--- src/ntcat_fifo.sv ---
// Small register queue that decouples the front and back pipelines.
// Depends on nothing.
module ntcat_fifo #(
    parameter int W     = 8,
    parameter int DEPTH = 4
)
(
    input  logic         clk,
    input  logic         rst_n,
    input  logic         push,
    input  logic [W-1:0] din,
    input  logic         pop,
    output logic [W-1:0] dout,
    output logic         full,
    output logic         empty
);

    localparam int AW = $clog2(DEPTH);

    logic [W-1:0]  mem [DEPTH];
    logic [AW-1:0] wr_reg, rd_reg;
    logic [AW:0]   cnt_reg;

    always_ff @(posedge clk or negedge rst_n)
    begin
        if (!rst_n)
        begin
            wr_reg  <= '0;
            rd_reg  <= '0;
            cnt_reg <= '0;
        end
        else
        begin
            if (push)
            begin
                wr_reg <= (wr_reg == AW'(DEPTH - 1)) ? '0 : wr_reg + AW'(1);
            end
            if (pop)
            begin
                rd_reg <= (rd_reg == AW'(DEPTH - 1)) ? '0 : rd_reg + AW'(1);
            end
            if (push && !pop)
            begin
                cnt_reg <= cnt_reg + (AW+1)'(1);
            end
            else if (pop && !push)
            begin
                cnt_reg <= cnt_reg - (AW+1)'(1);
            end
        end
    end

    always_ff @(posedge clk)
    begin
        if (push)
        begin
            mem[wr_reg] <= din;
        end
    end

    assign dout  = mem[rd_reg];
    assign full  = cnt_reg == (AW+1)'(DEPTH);
    assign empty = cnt_reg == '0;

endmodule

--- config.mk ---
export PLATFORM = sky130hd
export DESIGN_NAME = ntcat_fifo
export DESIGN_NICKNAME = d
export VERILOG_FILES = /design/src/ntcat_fifo.sv
export SDC_FILE = /design/constraint.sdc
export NUM_CORES = 1
export LEC_CHECK = 0
export BUFFER_PORTS_ARGS = -buffer_cell sky130_fd_sc_hd__buf_2
export CAP_MARGIN = 20
export CORE_MARGIN = 1.5
export CORE_UTILIZATION = 50
export DETAILED_ROUTE_END_ITERATION = 10
export PLACE_DENSITY = 0.74
export SLEW_MARGIN = 10
export SYNTH_ARGS = -nofsm -noshare
export SYNTH_HDL_FRONTEND = slang
export SYNTH_SLANG_ARGS = --single-unit
--- constraint.sdc ---
create_clock -name clk -period 1.3 [get_ports clk]
set_input_delay 0.26 -clock clk [delete_from_list [all_inputs] [get_ports clk]]
set_output_delay 0.26 -clock clk [all_outputs]
set_load 0.03 [all_outputs]
==> results.yml <==
global_routing:
  grt_pass1_vias: 870
  grt_use_total_pct: 16.8
  grt-ovfl-total: 0
  antenna_found_initial: 0
  grt_pass1_wl_mm: 4.02
  grt_max_degree: 13
clock_tree:
  cts_made_buffers: 5
  clock_sink_count: 39
  cts.htree.levels: 2
  cts_tree: "yes"
  cts_root_buf: "clkbuf_4"
  clock_latency_ns: 0.34
  clockBufferDepth: 2
  clkTransAtPathRegs_ns: 0.11
floorplanning:
  fp.dieH_um: 59.0
  die_x_um: 59.0
  initial_core_util_pct: 51.9
  ios: 22
  core_um2: 3030
  dieArea_um2: 3490
  placementRows: 20
synth:
  ys_seq_elements: 39
  synth_cell_types: 18
  ys_top_cells_by_area: "edfxtp_1 61%, mux4_2 11%, dfrtp_1 11%"
  yosysWarnings: 0
  synth_edf_count: 32
  syn_inst: 79
  synth.yosys.seq_area_share_pct: 72.4
  synth_area_leader_cell: "edfxtp_1"
  synth_top_area_share_pct: 61.2
  postSynthNetCount: 98
  synth.most_common_cell: "edfxtp_1"
  synthesis.area_um2: 1570
  avgSynthCellArea_um2: 19.9
  ys.flop_type: "edfxtp_1"
  synthTopCellsByCount: "32 x edfxtp_1, 8 x mux4_2, 7 x dfrtp_1"
  ys_async_sr_fraction_pct: 17.9
sta:
  slew-limit-headroom_pct: 80.1
  hold_violations: 0
  setup_viol: 12
  totalNegativeSetupSlack_ns: -4.46
  fmax_mhz: 555
  worst_slew_pin_slew_ns: 0.299
  fin_crit_ns: 1.80
  fin_crit_sh_pct: 139
  rsz0062_at_grt: "yes"
  worst_slack_ns: -0.502
  maxSlewViolCount: 0
  clock_skew_ns: 0.00755
  holdWs_ns: 0.127
final_layout:
  fin_nets: 145
  area_growth_pct: 32.2
  largest_reg_flops: 32
  num_antenna_cells: 0
  layout-drive-gt1-share_pct: 54.0
  nFillCells: 219
  fin_cells: 170
flow_run:
  drv.max_cap_violation_count: 0
critical_path:
  r2r_setup_slack_ns: -0.10
  endpoint_kind: "output port"
  arrival_ns: 1.54
  startpoint_type: "flip-flop"
  r2r_end: "cnt_reg[2]"
  critPathMaxFanout: 5
  worstRegToRegCells: 5
  r2r_start: "cnt_reg[1]"
  path_class: "reg2out"
  cp_data_required_time_ns: 1.04
detailed_routing:
  drtAntennaViolNets: 0
  routed_via_density: 4.90
  drt_iter0_drc: 19
  drc_errors: 0
  wl_mm: 2.59
  drt_pre_antenna_iters: 4
  post_drt_wl_per_cell_um: 15.2
  vias: 833
hold_path:
  holdPathStages: 1
  holdPathEnd: "mem[2][3]"
  worstHoldStart: "din[3]"
  hold_class: "in2reg"
placed_design:
  place_inst: 157
  dp_hpwl_mm: 1.79
  io_buffers: 21
  gp_congestion: 0.676
outcome:
  violations: "negative setup slack"
  run_status: "finished with violations"
pwr:
  finalPower_uw: 4740
  power_leakage_uw: 0.000809
  ir_drop_mv: 1.07
  power_density_nw_per_um2: 2280
[final cells by class]
class / instances / area, µm² / area share, %
Clock buffer: 5 / 37.5 / 1.81
Inverter: 5 / 18.8 / 0.904
Clock inverter: 2 / 37.5 / 1.81
Timing Repair Buffer: 42 / 354 / 17.1
Sequential cell: 39 / 1140 / 54.8
Tap cell: 44 / 55.1 / 2.65
Multi-Input combinational cell: 33 / 435 / 21.0
[how the worst max path moves through the flow]
stage                            end  slack (ns)  startpoint  cells past startpoint
after floorplan              dout[0]       -0.07   rd_reg[0]                      2
after global placement       dout[6]       -0.14   rd_reg[0]                      3
after detailed placement  cnt_reg[2]       -0.21         pop                      8
after CTS                    dout[5]       -0.51   rd_reg[0]                      3
after global routing         dout[0]       -0.57   rd_reg[0]                      3
final                        dout[5]       -0.50   rd_reg[0]                      3
[through the flow]
stage | instance area, µm² | util [%] | setup slack, ns
floorplan | 1590 | - | -0.0733
global placement | 1840 | 60.8 | -0.144
detailed placement | 1840 | 60.8 | -0.208
CTS | 2050 | 67.6 | -0.510
global route | 2080 | 68.6 | -0.571
finish | 2080 | 68.6 | -0.502
[per-layer routing]
metal | track usage [%] | wire length [µm] | up-vias
met4 | 6.82 | 39 | 0
met1 | 20.8 | 1120 | 421
met2 | 27.5 | 1330 | 15
li1 | - | - | 393
met3 | 5.46 | 103 | 4
met5 | 0 | 0 | -
[cells in the final DEF (no fill, tap or decap), drive strengths merged, types with 2 or more instances in the layout]
cell     n
mux2     3
and2     4
o21ai    2
nor2     2
xor2     2
mux4     8
ha       6
buf     41
inv      5
edfxtp  32
dfrtp    7
clkbuf   5
[timing repair]
item	CTS	global route
pin swaps	5	2
hold buffers	1	0
resized for setup	26	7
hold endpoints to repair	7	0
setup endpoints to repair	12	29
buffers inserted	4	1
[cells by family after synthesis]
family | Yosys count | share of synthesized area, %
and+or+nand+nor | 10 | 3.43
adders and majority gates | 7 | 6.06
DFF | 39 | 72.4
AOI/OAI and AO/OA | 2 | 0.637
buffers and inverters | 7 | 2.23
xor gates and xnor gates | 3 | 1.67
muxes | 11 | 13.6
[critical path: stages, from the launching register on]
cell	delay [ns]
dfrtp_1	0.39
buf_6	0.15
mux4_2	0.51
buf_6	0.15
[power breakdown]
part	total (µW)	switching, µW	internal, µW
Combinational	2150	985	1160
Clock	759	365	394
Sequential	1840	191	1640
Note: power is estimated with default switching activity, not from simulation.
