$ cat config.mk
export PLATFORM = sky130hd
export DESIGN_NAME = ntcat_back
export DESIGN_NICKNAME = d
export VERILOG_FILES = /design/src/ntcat_pkg.sv /design/src/ntcat_back.sv
export SDC_FILE = /design/constraint.sdc
export NUM_CORES = 2
export LEC_CHECK = 0
export ABC_AREA = 1
export ABC_CLOCK_PERIOD_IN_PS = 12600
export BUFFER_PORTS_ARGS = -buffer_cell sky130_fd_sc_hd__buf_4
export CORE_MARGIN = 1
export CORE_UTILIZATION = 50
export CTS_CLUSTER_DIAMETER = 80
export DETAILED_ROUTE_END_ITERATION = 7
export PLACE_DENSITY = 0.61
export REMOVE_ABC_BUFFERS = 1
export SYNTH_ARGS = -nofsm -noshare
export SYNTH_HDL_FRONTEND = slang
export SYNTH_SLANG_ARGS = --single-unit
$ cat constraint.sdc
create_clock -name clk -period 12.6 [get_ports clk]
set_clock_uncertainty 0.05 [all_clocks]
set_input_delay 0 -clock clk [delete_from_list [all_inputs] [get_ports clk]]
set_output_delay 0 -clock clk [all_outputs]
set_load 0.02 [all_outputs]
$ cat src/ntcat_pkg.sv
// Shared constants and lookup tables for the NTC thermistor converter.
// Used by the front, back and top-level modules; depends on nothing else.
package ntcat_pkg;

    localparam int NTC_POINTS = 34;
    localparam int OHM_W      = 19;
    localparam int SEG_W      = 6;
    localparam int TEMP_W     = 15;
    localparam int PULLUP_W   = 17;
    localparam int FRAC_W     = 9;
    localparam logic [PULLUP_W-1:0] PULLUP_RESET = PULLUP_W'(10000);

    // Table resistance in ohms, coldest point first, 5.0 C apart.
    localparam logic [OHM_W-1:0] NTC_OHM [NTC_POINTS] = '{
        19'd335500, 19'd247690, 19'd184110, 19'd138480, 19'd104650, 19'd79180,
        19'd60210, 19'd46050, 19'd35360, 19'd26960, 19'd20760, 19'd16130,
        19'd12650, 19'd10000, 19'd7970, 19'd6410, 19'd5180, 19'd4221,
        19'd3460, 19'd2845, 19'd2351, 19'd1953, 19'd1629, 19'd1365,
        19'd1148, 19'd970, 19'd825, 19'd705, 19'd604, 19'd520,
        19'd449, 19'd388, 19'd337, 19'd294};

    // Table temperature in hundredths of a degree C.
    localparam logic signed [TEMP_W-1:0] NTC_CENTI [NTC_POINTS] = '{
        -15'sd4000, -15'sd3500, -15'sd3000, -15'sd2500, -15'sd2000, -15'sd1500,
        -15'sd1000, -15'sd500, 15'sd0, 15'sd500, 15'sd1000, 15'sd1500,
        15'sd2000, 15'sd2500, 15'sd3000, 15'sd3500, 15'sd4000, 15'sd4500,
        15'sd5000, 15'sd5500, 15'sd6000, 15'sd6500, 15'sd7000, 15'sd7500,
        15'sd8000, 15'sd8500, 15'sd9000, 15'sd9500, 15'sd10000, 15'sd10500,
        15'sd11000, 15'sd11500, 15'sd12000, 15'sd12500};

endpackage

$ cat src/ntcat_back.sv
// Back pipeline: segment interpolation and a bit-per-stage rounding divider.
// Depends on ntcat_pkg.
module ntcat_back
    import ntcat_pkg::*;
#(
    parameter int ADC_BITS = 12
)
(
    input  logic                         clk,
    input  logic                         rst_n,
    input  logic                         en,
    input  logic                         in_valid,
    input  logic                         in_ok,
    input  logic [SEG_W-1:0]             in_seg,
    input  logic [PULLUP_W+ADC_BITS-1:0] in_pr,
    input  logic [ADC_BITS-1:0]          in_d,
    output logic                         out_valid,
    output logic                         out_ok,
    output logic signed [TEMP_W-1:0]     out_temp
);

    localparam int PW   = PULLUP_W + ADC_BITS;
    localparam int PRDW = OHM_W + ADC_BITS;
    localparam int DENW = 17 + ADC_BITS;
    localparam int NW   = DENW + 10;
    localparam int DW   = DENW + 1;

    logic             v1_reg;
    logic             ok1_reg;
    logic [SEG_W-1:0] seg1_reg;
    logic [PRDW-1:0]  hi1_reg;
    logic [DENW-1:0]  den1_reg;
    logic [PW-1:0]    pr1_reg;
    logic [SEG_W-1:0] seg_lo;
    logic [PRDW-1:0]  x2;

    // Divider stages; index 0 is the dividend set up for the first bit.
    logic             dv_reg  [FRAC_W+1];
    logic             dok_reg [FRAC_W+1];
    logic [SEG_W-1:0] dseg_reg [FRAC_W+1];
    logic [NW-1:0]    rem_reg [FRAC_W+1];
    logic [DW-1:0]    dd_reg  [FRAC_W+1];
    logic [FRAC_W-1:0] q_reg  [FRAC_W+1];
    logic [NW-1:0]    rem_next [FRAC_W];
    logic [FRAC_W-1:0] q_next [FRAC_W];
    logic [NW-1:0]    dsh;

    assign seg_lo = in_seg + SEG_W'(1);
    assign x2     = hi1_reg - PRDW'(pr1_reg);

    always_comb
    begin
        for (int j = 0; j < FRAC_W; j++)
        begin
            dsh         = NW'(dd_reg[j]) << (FRAC_W - 1 - j);
            rem_next[j] = rem_reg[j];
            q_next[j]   = q_reg[j];
            if (rem_reg[j] >= dsh)
            begin
                rem_next[j] = rem_reg[j] - dsh;
                q_next[j][FRAC_W-1-j] = 1'b1;
            end
        end
    end

    always_ff @(posedge clk or negedge rst_n)
    begin
        if (!rst_n)
        begin
            v1_reg <= 1'b0;
            for (int j = 0; j <= FRAC_W; j++)
            begin
                dv_reg[j] <= 1'b0;
            end
        end
        else if (en)
        begin
            v1_reg    <= in_valid;
            dv_reg[0] <= v1_reg;
            for (int j = 0; j < FRAC_W; j++)
            begin
                dv_reg[j+1] <= dv_reg[j];
            end
        end
    end

    always_ff @(posedge clk)
    begin
        if (en)
        begin
            hi1_reg  <= PRDW'(NTC_OHM[in_seg]) * PRDW'(in_d);
            den1_reg <= DENW'(NTC_OHM[in_seg] - NTC_OHM[seg_lo]) * DENW'(in_d);
            pr1_reg  <= in_pr;
            ok1_reg  <= in_ok;
            seg1_reg <= in_seg;
            // Rounding half up: floor((1000*x + den) / (2*den)).
            rem_reg[0]  <= NW'(x2) * NW'(1000) + NW'(den1_reg);
            dd_reg[0]   <= {den1_reg, 1'b0};
            q_reg[0]    <= '0;
            dok_reg[0]  <= ok1_reg;
            dseg_reg[0] <= seg1_reg;
            for (int j = 0; j < FRAC_W; j++)
            begin
                rem_reg[j+1]  <= rem_next[j];
                q_reg[j+1]    <= q_next[j];
                dd_reg[j+1]   <= dd_reg[j];
                dok_reg[j+1]  <= dok_reg[j];
                dseg_reg[j+1] <= dseg_reg[j];
            end
        end
    end

    assign out_valid = dv_reg[FRAC_W];
    assign out_ok    = dok_reg[FRAC_W];
    assign out_temp  = dok_reg[FRAC_W]
                     ? NTC_CENTI[dseg_reg[FRAC_W]] + $signed({6'b0, q_reg[FRAC_W]})
                     : '0;

endmodule

==> results.json <==
{
  "gp_congestion": 0.958,
  "cts-htree-levels": 3,
  "outcome": "finished clean",
  "first_pass_iters": 8,
  "avgSynthCellArea_um2": 8.59,
  "via_count": 55400,
  "cts.clk_slew.worst_paths_ps": 60,
  "cts-root-buf": "clkbuf_16",
  "dieArea_mm2": 0.142,
  "clockBufferDepth": 3,
  "wl_met2_um": 98400,
  "synth_edf_count": 797,
  "die_w_um": 377,
  "worstSetupPathType": "in -> reg",
  "cts_buffers": 97,
  "setup_violations": 0,
  "async_flop_share": 0.0136,
  "fin_cells": 10300,
  "critPathRequiredTime_ps": 13020,
  "start_util": 0.504,
  "hold_class": "in -> reg",
  "drtAntennaViolNets": 0,
  "die_height_um": 377,
  "drc": 0,
  "grt_max_degree": 161,
  "antenna_found_initial": 3,
  "ys_warn_count": 0,
  "worstPathMaxFanout": 20,
  "wirelength_met1_um": 88600,
  "port_buffers": 68,
  "finalWirelength_um": 204000,
  "dp.cells": 10000,
  "max_slew_margin": 0.201,
  "dpl.hpwl_um": 166000,
  "clk_latency_ps": 720,
  "synth_common_cells": "1694 x nand2_1, 1478 x inv_1, 797 x edfxtp_1, 780 x nor2_1, 557 x ha_1",
  "drv_cap": 0,
  "clock_sink_count": 808,
  "start_kind": "primary input",
  "grt_pass1_vias": 55000,
  "overflow": 0,
  "synth_top_area_frac": 0.341,
  "final_nets": 9392,
  "std_cell_rows": 137,
  "cts_resized": 0,
  "hold_violations": 0,
  "placed_area_mm2": 0.0727,
  "routed-wl-met3_um": 10300,
  "max_freq_mhz": 101,
  "cts_setup_buffers": 0,
  "ys_types": 75,
  "worstMarginPinSlew_ps": 1190,
  "wl_per_cell_um": 19.9,
  "fin_crit_ps": 9900,
  "via_per_inst": 5.39,
  "ys_top_cells_by_area": "edfxtp_1 34%, fa_1 14%, ha_1 9.9%",
  "cts_tree": "yes",
  "layout-drive-gt1-share": 0.0460,
  "rsz0062_at_grt": "false",
  "ios": 69,
  "drtIter0Drc": 4190,
  "setup_tns_ps": 0,
  "synthFlopType": "edfxtp_1",
  "grtUsageTotal": 0.289,
  "ys_seq_elements": 808,
  "critPathSlowestCell": "xnor2_1",
  "top_layer": "met4",
  "core_area_mm2": 0.139,
  "cp.arrival_ps": 10320,
  "areaGrowthSynthToFinish_pct": 8.98,
  "largest_reg_flops": 351,
  "synthCells": 8173,
  "min_period_over_period": 0.786,
  "synth_seq_area_share": 0.345,
  "syn_area_mm2": 0.0702,
  "hold_slack_ps": 87.7,
  "endpoint_kind": "flop",
  "finalInstanceArea_mm2": 0.0765,
  "cpPeakStageDelay_ps": 760,
  "report.final.slew_viol_count": 0,
  "synth_most_common_cell": "nand2_1",
  "grt_pass1_wl_um": 316000,
  "yosysTopAreaCell": "edfxtp_1"
}
==> placed cells by master, fill, tap and decap left out, types with 15 or more instances in the layout <==
cell type         n
a21oi_1         509
clkinv_2         16
a211oi_1         17
edfxtp_1        797
fa_1            475
nor2_1          778
nand3b_1         22
or2_2            35
o21ai_0         433
o21ai_1          20
a21o_1           66
ha_1            557
dlygate4sd3_1    71
inv_1          1478
clkinv_1         30
nand4_1          76
xnor2_1         180
o21a_1           15
o21bai_1         51
xor2_1          182
nand2_1        1694
nand3_1         257
o21ai_2          35
o211ai_1         18
buf_4            82
a31oi_1          58
nor3_1           85
a21boi_0         26
nor4_1           30
clkbuf_16        97
==> routing by layer <==
layer  up-vias  global-route usage
met5         -                   0
met1     26600               0.385
li1      26900                   -
met3       313              0.0344
met2      1543               0.491
met4         0              0.0900
==> worst max-delay path, delay by kind of cell <==
family	cells	cell delay, ps
compound gates	13	2780
simple gates	7	1030
buf+inv	8	1600
xor+xnor	1	760
fa+ha+maj	9	4150
==> cell families after synthesis <==
| kind of cell | count (synthesis) | share of synthesized area |
|---|---|---|
| and+or+nand+nor | 3025 | 0.176 |
| buffers and inverters | 1623 | 0.0894 |
| AOI/OAI and AO/OA | 1315 | 0.108 |
| adders and majority gates | 1032 | 0.235 |
| DFF | 808 | 0.345 |
| xor gates and xnor gates | 369 | 0.0468 |
| muxes | 1 | 0.000160 |
==> what timing repair did <==
action / CTS / global route
setup endpoints to repair: 0 / 0
hold endpoints to repair: 154 / 0
hold buffers: 71 / 0
==> per-stage QoR <==
step / worst slack (ps) / utilization
after floorplan: 4630 / -
after global placement: 2790 / 0.521
after detailed placement: 2590 / 0.521
after CTS: 2790 / 0.549
after global routing: 2020 / 0.549
final: 2700 / 0.549
==> cell type report <==
type                            instances  area [um^2]
Antenna cell                            3         7.51
Inverter                             1502         5640
Timing Repair Buffer                  157         1400
Tap cell                             1876         2350
Sequential cell                       808        24200
Multi-Input combinational cell       5742        39800
Clock buffer                          112         2490
Clock inverter                         71          662
Fill cell                           13000        62800
==> worst paths after layout <==
| check | slack [ps] | startpoint | depth (start not counted) | to |
|---|---|---|---|---|
| min in group asynchronous | 350 | rst_n | 3 | dv_reg[8] |
| worst max-delay path | 2700 | in_seg[1] | 38 | den1_reg[28] |
| worst min-delay path | 90 | in_seg[5] | 2 | seg1_reg[5] |
| worst max register to register | 4180 | pr1_reg[0] | 33 | rem_reg[0][34] |
| worst min register to register | 340 | dseg_reg[7][0] | 0 | dseg_reg[8][0] |
| max in group asynchronous | 11720 | rst_n | 3 | v1_reg |
Power is left out: the tool's default activity adds up to more than one toggle a clock period on the data nets, which glitch-free logic cannot reach.
